===== src/trp_pkg.sv =====
`timescale 1ns / 1ps
`default_nettype none
package trp_pkg;

  localparam int PIX_W     = 8;
  localparam int BYTE_W    = 8;
  localparam int COL_W     = 7;
  localparam int ROW_W     = 4;
  localparam int PKT_W     = 10;
  localparam int DOT_CNT_W = 3;

  localparam int ROWS_PER_PACKET_DEF = 10;
  localparam int QUEUE_DEPTH_DEF     = 4;

  localparam int CFG_DATA_W = 32;
  localparam int CFG_ADDR_W = 4;

  localparam logic [COL_W-1:0]  ROW_BYTES_RST      = 7'd72;
  localparam logic [PKT_W-1:0]  PACKET_TOTAL_RST   = 10'd150;
  localparam logic [PIX_W-1:0]  DARK_THRESHOLD_RST = 8'd128;

  localparam logic [DOT_CNT_W-1:0] DOT_LAST = 3'd7;

  // register index, taken from paddr[3:2]
  typedef enum logic [1:0] {
    REG_ROW_BYTES      = 2'd0,
    REG_PACKET_TOTAL   = 2'd1,
    REG_DARK_THRESHOLD = 2'd2,
    REG_NONE           = 2'd3
  } reg_idx_t;

  localparam logic [BYTE_W-1:0] HDR_SYNC   = 8'h68;
  localparam logic [BYTE_W-1:0] HDR_CMD    = 8'h02;
  localparam logic [BYTE_W-1:0] HDR_TAIL   = 8'hDA;
  localparam logic [BYTE_W-1:0] ROW_START  = 8'hA5;
  localparam logic [BYTE_W-1:0] TRAIL_PAD  = 8'h00;
  localparam logic [BYTE_W-1:0] TRAIL_END  = 8'h16;

  // one completed data byte plus the framing it carries
  typedef struct packed {
    logic [BYTE_W-1:0] data;
    logic              hdr;
    logic              row_start;
    logic              trailer;
    logic              last;
  } job_t;

  typedef struct packed {
    logic full;
    logic not_empty;
  } q_stat_t;

  typedef enum logic [2:0] {
    ST_HDR0 = 3'd0,
    ST_HDR1 = 3'd1,
    ST_HDR2 = 3'd2,
    ST_HDR3 = 3'd3,
    ST_ROW  = 3'd4,
    ST_DATA = 3'd5,
    ST_PAD  = 3'd6,
    ST_END  = 3'd7
  } step_t;

  function automatic logic [BYTE_W-1:0] step_byte(input step_t st, input logic [BYTE_W-1:0] d);
    logic [BYTE_W-1:0] b;
    begin
      unique case (st)
        ST_HDR0: b = HDR_SYNC;
        ST_HDR1: b = HDR_CMD;
        ST_HDR2: b = HDR_CMD;
        ST_HDR3: b = HDR_TAIL;
        ST_ROW:  b = ROW_START;
        ST_DATA: b = d;
        ST_PAD:  b = TRAIL_PAD;
        ST_END:  b = TRAIL_END;
        default: b = d;
      endcase
      return b;
    end
  endfunction

endpackage
`default_nettype wire


===== src/trp_queue.sv =====
`timescale 1ns / 1ps
`default_nettype none
module trp_queue
  import trp_pkg::*;
#(
  parameter int DEPTH = QUEUE_DEPTH_DEF
) (
  input  logic    clk,
  input  logic    rst_n,
  input  logic    push,
  input  job_t    push_job,
  input  logic    pop,
  output job_t    head,
  output q_stat_t q_stat
);

  localparam int PTR_W = (DEPTH > 1) ? $clog2(DEPTH) : 1;
  localparam int CNT_W = $clog2(DEPTH + 1);

  job_t             mem_r [DEPTH];
  logic [PTR_W-1:0] wr_ptr_r, wr_ptr_nxt;
  logic [PTR_W-1:0] rd_ptr_r, rd_ptr_nxt;
  logic [CNT_W-1:0] count_r, count_nxt;

  assign head             = mem_r[rd_ptr_r];
  assign q_stat.full      = (count_r == CNT_W'(DEPTH));
  assign q_stat.not_empty = (count_r != '0);

  always_comb begin
    wr_ptr_nxt = wr_ptr_r;
    rd_ptr_nxt = rd_ptr_r;
    count_nxt  = count_r;
    if (push) begin
      wr_ptr_nxt = (wr_ptr_r == PTR_W'(DEPTH - 1)) ? '0 : wr_ptr_r + 1'b1;
    end
    if (pop) begin
      rd_ptr_nxt = (rd_ptr_r == PTR_W'(DEPTH - 1)) ? '0 : rd_ptr_r + 1'b1;
    end
    case ({push, pop})
      2'b10:   count_nxt = count_r + 1'b1;
      2'b01:   count_nxt = count_r - 1'b1;
      default: count_nxt = count_r;
    endcase
  end

  always_ff @(posedge clk) begin
    if (push) begin
      mem_r[wr_ptr_r] <= push_job;
    end
  end

  always_ff @(posedge clk) begin
    if (!rst_n) begin
      wr_ptr_r <= '0;
      rd_ptr_r <= '0;
      count_r  <= '0;
    end else begin
      wr_ptr_r <= wr_ptr_nxt;
      rd_ptr_r <= rd_ptr_nxt;
      count_r  <= count_nxt;
    end
  end

endmodule
`default_nettype wire


===== config.mk =====
export PLATFORM = sky130hd
export DESIGN_NAME = trp_queue
export DESIGN_NICKNAME = d
export VERILOG_FILES = /design/src/trp_pkg.sv /design/src/trp_queue.sv
export SDC_FILE = /design/constraint.sdc
export NUM_CORES = 1
export LEC_CHECK = 0
export ABC_CLOCK_PERIOD_IN_PS = 5000
export BUFFER_PORTS_ARGS = -buffer_cell sky130_fd_sc_hd__buf_2
export CAP_MARGIN = 20
export CELL_PAD_IN_SITES_DETAIL_PLACEMENT = 1
export CELL_PAD_IN_SITES_GLOBAL_PLACEMENT = 1
export CORE_ASPECT_RATIO = 0.6
export CORE_MARGIN = 2
export CORE_UTILIZATION = 25
export CTS_BUF_LIST = sky130_fd_sc_hd__clkbuf_4
export DETAILED_ROUTE_END_ITERATION = 16
export PLACE_DENSITY = 0.54
export SLEW_MARGIN = 25
export SYNTH_ARGS = -nofsm -noshare
export SYNTH_HDL_FRONTEND = slang
export SYNTH_SLANG_ARGS = --single-unit

===== constraint.sdc =====
create_clock -name clk -period 5 [get_ports clk]
set_clock_uncertainty 0.15 [all_clocks]
set_input_delay 1 -clock clk [delete_from_list [all_inputs] [get_ports clk]]
set_output_delay 1 -clock clk [all_outputs]
set_load 0.02 [all_outputs]

# Yosys cells after proc, flatten, opt, wreduce, memory -nomap -nowiden
# Memories as Yosys holds them, arrays and structs flattened. A register that Yosys moved wholly into a read port is not among the register bits.
# Index checks and enable logic that the tools add are counted.
# word_totals
reg_bits	7
ramBits	48
input_bits	16
out_inout_bits	14
word_cells	22
n_memories	1
# mem_list
memory	words	word_bits	read_ports	rd_clocked_by_memory_dff	write_ports	line_no	text
mem_r	4	12	1	1	1	trp_queue.sv:20	job_t mem_r [DEPTH];
# classes
addsub	4
n_eq_ne	5
muxes	7
reduce_logical	2
# op_table
operator	n
2-to-1 mux 2 bit	4
equality test 2 bit (second input constant)	3
case mux 3 bit (2 select lines)	1
adder 2 x 1 -> 2 bit (second input constant)	2
adder 3 x 1 -> 3 bit (second input constant)	1
equality test 3 bit (second input constant)	1
nonzero test 3 bit	1
subtractor 3 x 1 -> 3 bit (second input constant)	1
equality test 2 x 1 -> 1 bit (second input constant)	1
2-to-1 mux 1 bit	2
nonzero test 2 bit	1

# Depth between registers and ports, before layout
# depth
ltp_word	4
ltp_mapped	6
mapped_depth_nobuf	6

# Worst setup path after synthesis
# OpenSTA, ideal clock, no wires.
# synth_timing
path_kind	input -> register
from	input port push
to	register count_r[2]
setup_time_ns	0.076
arrival_ns	2.184
t_required_ns	4.774
slack_ns	2.590
cell_stages	6
path_buffers	0
path_cell_list	inv_1 -> ha_1 -> fa_1 -> xnor2_1 -> or3_1 -> a21boi_0
# synth_between
elab_chain_cells	2
elab_cells_between_ends	4
cone_classes	2 x eq/ne; 1 x mux; 1 x reduce/logical
# synth_rtl
element	line_no	text
start: declaration	trp_queue.sv:10	input logic push,
equality test 2 x 1 -> 1 bit / equality test 2 bit (equally long branches)	trp_queue.sv:39	case ({push, pop})
case mux 3 bit (2 select lines) / nonzero test 2 bit (equally long branches)	--	
end signal: assignment	trp_queue.sv:60	count_r <= count_nxt;
end: declaration	trp_queue.sv:23	logic [CNT_W-1:0] count_r, count_nxt;
# Parallel ways exist; a longest one is shown, timed or not.
# A chain may end at the register's enable or synchronous reset.

==> impl_results.md <==
* Run status: finished, final reports clean
* Hold WS at 0.408 ns
* Fill cells at 903
* Setup Buffers After CTS at 0
* Worst-Skew Late Latency at 0.38 ns
* DRT iter0 DRCs at 75
* CP Class: flip-flop to output port
* Fin crit share at 64.8%
* DRT antenna net count at 0
* P&R area growth vs syn at 16.8%
* Final Slew Violations at 0
* Arrival time at the worst endpoint at 2.09 ns
* DP HPWL at 2770 um
* I/O pin count at 30
* Synthesized area per cell at 20.9 sq um
* IR drop worst, VDD at 0.0000787 V
* Setup TNS at 0 ns
* Worst r2r dst: mem_r[3][6]$_DFFE_PP_
* WL final at 4260 um
* First-pass GRT wire length at 6760 um
* Via density at 4.23
* Fmax at 0.308 GHz
* Power Density at 360 nW/um^2
* Vias at 1,095
* Dominant cells by area after synthesis: edfxtp_1 (66%), mux4_2 (10%), dfxtp_1 (8.2%)
* Cell taking the most area after synthesis: edfxtp_1
* Final setup fails at 0
* Clock Pin Slew Worst Setup and Hold Paths at 0.09 ns
* Post-synthesis sequential area ratio at 74.0%
* Unrepaired setup endpoints after global routing: no
* Post-synthesis cell type count at 19
* Port bufs at 29
* Site Rows at 26
* Commonest cells post-synth: edfxtp_1 (48), mux4_2 (10), dfxtp_1 (9)
* Max cap viols at 0
* Num CTS Buffers at 9
* Final cell count without fillers at 259
* Main flop type after synthesis: edfxtp_1
* Initial antenna violation count at 0
* Clk buf depth at 2
* CTS resizes at 0
* Wire per inst at 16.5 um
* Clock root buffer master: clkbuf_4
* Reg2Reg Depth at 2
* CTS sink cnt at 57
* Cell Area, Synth at 2190 sq um
* Nets at 166
* # diodes at 0
* Tot Pwr at 0.000921 W
* #FFs+latches synth at 57
* CTS tree: built
* Die Y at 76.5 um
* Core area at 8520 sq um
* Tmin final at 3.24 ns
* Footprint of the multi-input gates at 543 sq um
* Area occupied by registers at 1620 sq um
* Final hold viol count at 0
* Most common cell in the netlist: edfxtp_1
* Reg2reg start: wr_ptr_r[0]$_SDFFE_PN0P_
* Crit path max fanout at 12
* Die X-Extent at 125 um
* Post-CTS Hold Buffers at 0
* Top cell type's share of synthesized area at 65.8%
* Number of global-route vias before repair at 1,258
* Worst Hold Class: flip-flop to flip-flop
* Largest net degree at the start of global routing at 13
* CTS H-Tree Depth at 3
* Synth Instances at 105
* Number of enable flip-flop cells after synthesis at 48
* GRT overflow at 0
* TritonRoute pass-1 iters at 4
* Ys Warns at 0
* Async S/R FF share, synth at 0%
* Critical Path End Type: output port
* CP Launch Type: flip-flop
* Layout cell share with drive strength beyond 1 at 36.1%
* GPL Wtd Cong at 0.643
* Placed Cells at 244
* Req. time, crit path at 3.85 ns
* Syn_nets at 128
* Gr usage total at 9.78%
* R2r setup slk at 3.27 ns
* Slew Limit Headroom at 44.7%
* DIE AREA at 9560 sq um
* Slew @ Worst Pin at 0.828 ns
* Initial Util at 25.7%
* CP Capture Point: head[5]
* Drc violations at 0
* Total leakage power at 0.895 nW
-- state kept, by name (all words and copies together), names as in the netlist, named ones only --
name,flops
mem_r,48
count_r,3
wr_ptr_r,2
rd_ptr_r,2
-- area by class of cell --
| class | count | share of cell area (%) |
|---|---|---|
| clock buffer | 10 | 2.93 |
| clock inverter | 5 | 0.929 |
| inverter | 3 | 0.440 |
| multi-input combinational | 43 | 21.2 |
| sequential | 57 | 63.3 |
| tap | 112 | 5.47 |
| timing repair buffer | 29 | 5.67 |
-- critical path: stages, from the launching register on --
cell and delay (ns):
dfxtp_1 0.87, mux4_1 0.66, buf_2 0.18
-- layer usage --
layer | global-route usage [%] | up-vias | part of all wire, %
met5 | 0 | - | 0
met4 | 3.00 | 0 | 0.84
met3 | 4.71 | 2 | 5.7
met2 | 15.6 | 29 | 50
met1 | 11.8 | 569 | 44
li1 | - | 495 | -
-- cell families (layout without fill, tap and decap cells) --
family,after synthesis,after routing,share of synthesized area (%)
AOI/OAI and AO/OA,4,4,1.14
adders and majority gates,7,7,4.34
buffers and inverters,5,47,1.26
DFF,57,57,74.0
muxes,15,15,14.0
xor gates and xnor gates,2,2,0.799
and+or+nand+nor,15,15,4.45
-- where the power goes --
part           internal (W)  switching [W]  total (W)  leakage [nW]
Sequential         0.000538      0.0000169   0.000555         0.515
Clock              0.000100       0.000159   0.000260        0.0632
Combinational     0.0000471      0.0000590   0.000106         0.317
-- layout by cell type, fill, tap and decap left out --
cell type	n
edfxtp_1	48
buf_2	29
mux4_2	10
clkbuf_4	10
dfxtp_1	9
ha_1	6
and2_1	5
nor2b_1	5
clkinv_2	4
inv_1	3
nor3b_1	3
mux2i_1	3
or3_1	2
mux4_1	2
xnor2_1	2
a21oi_1	1
o21a_1	1
o21ai_0	1
a21boi_0	1
fa_1	1
clkinv_1	1
-- stage by stage --
step                utilization, %  worst slack [ns]  instance area, sq um
finish                        30.0              1.76                  2560
global route                  30.0              1.51                  2560
CTS                           30.0              1.64                  2560
detailed placement            28.9              2.08                  2460
global placement              28.9              2.12                  2460
floorplan                        -              2.59                  2190
-- worst min-delay path by stage --
| stage | endpoint | start | slack (ns) | cells past startpoint |
|---|---|---|---|---|
| 3_3_place_gp | count_r[2]$_SDFFE_PN0P_ | count_r[2]$_SDFFE_PN0P_ | 0.33 | 2 |
| 3_5_place_dp | rd_ptr_r[1]$_SDFFE_PN0P_ | rd_ptr_r[1]$_SDFFE_PN0P_ | 0.40 | 2 |
| 2_1_floorplan | count_r[2]$_SDFFE_PN0P_ | count_r[2]$_SDFFE_PN0P_ | 0.32 | 2 |
| 6_report | count_r[2]$_SDFFE_PN0P_ | count_r[2]$_SDFFE_PN0P_ | 0.41 | 2 |
| 4_1_cts | count_r[2]$_SDFFE_PN0P_ | count_r[2]$_SDFFE_PN0P_ | 0.42 | 2 |
| 5_1_grt | count_r[2]$_SDFFE_PN0P_ | count_r[2]$_SDFFE_PN0P_ | 0.46 | 2 |
Power figures use the tool's default switching activity.
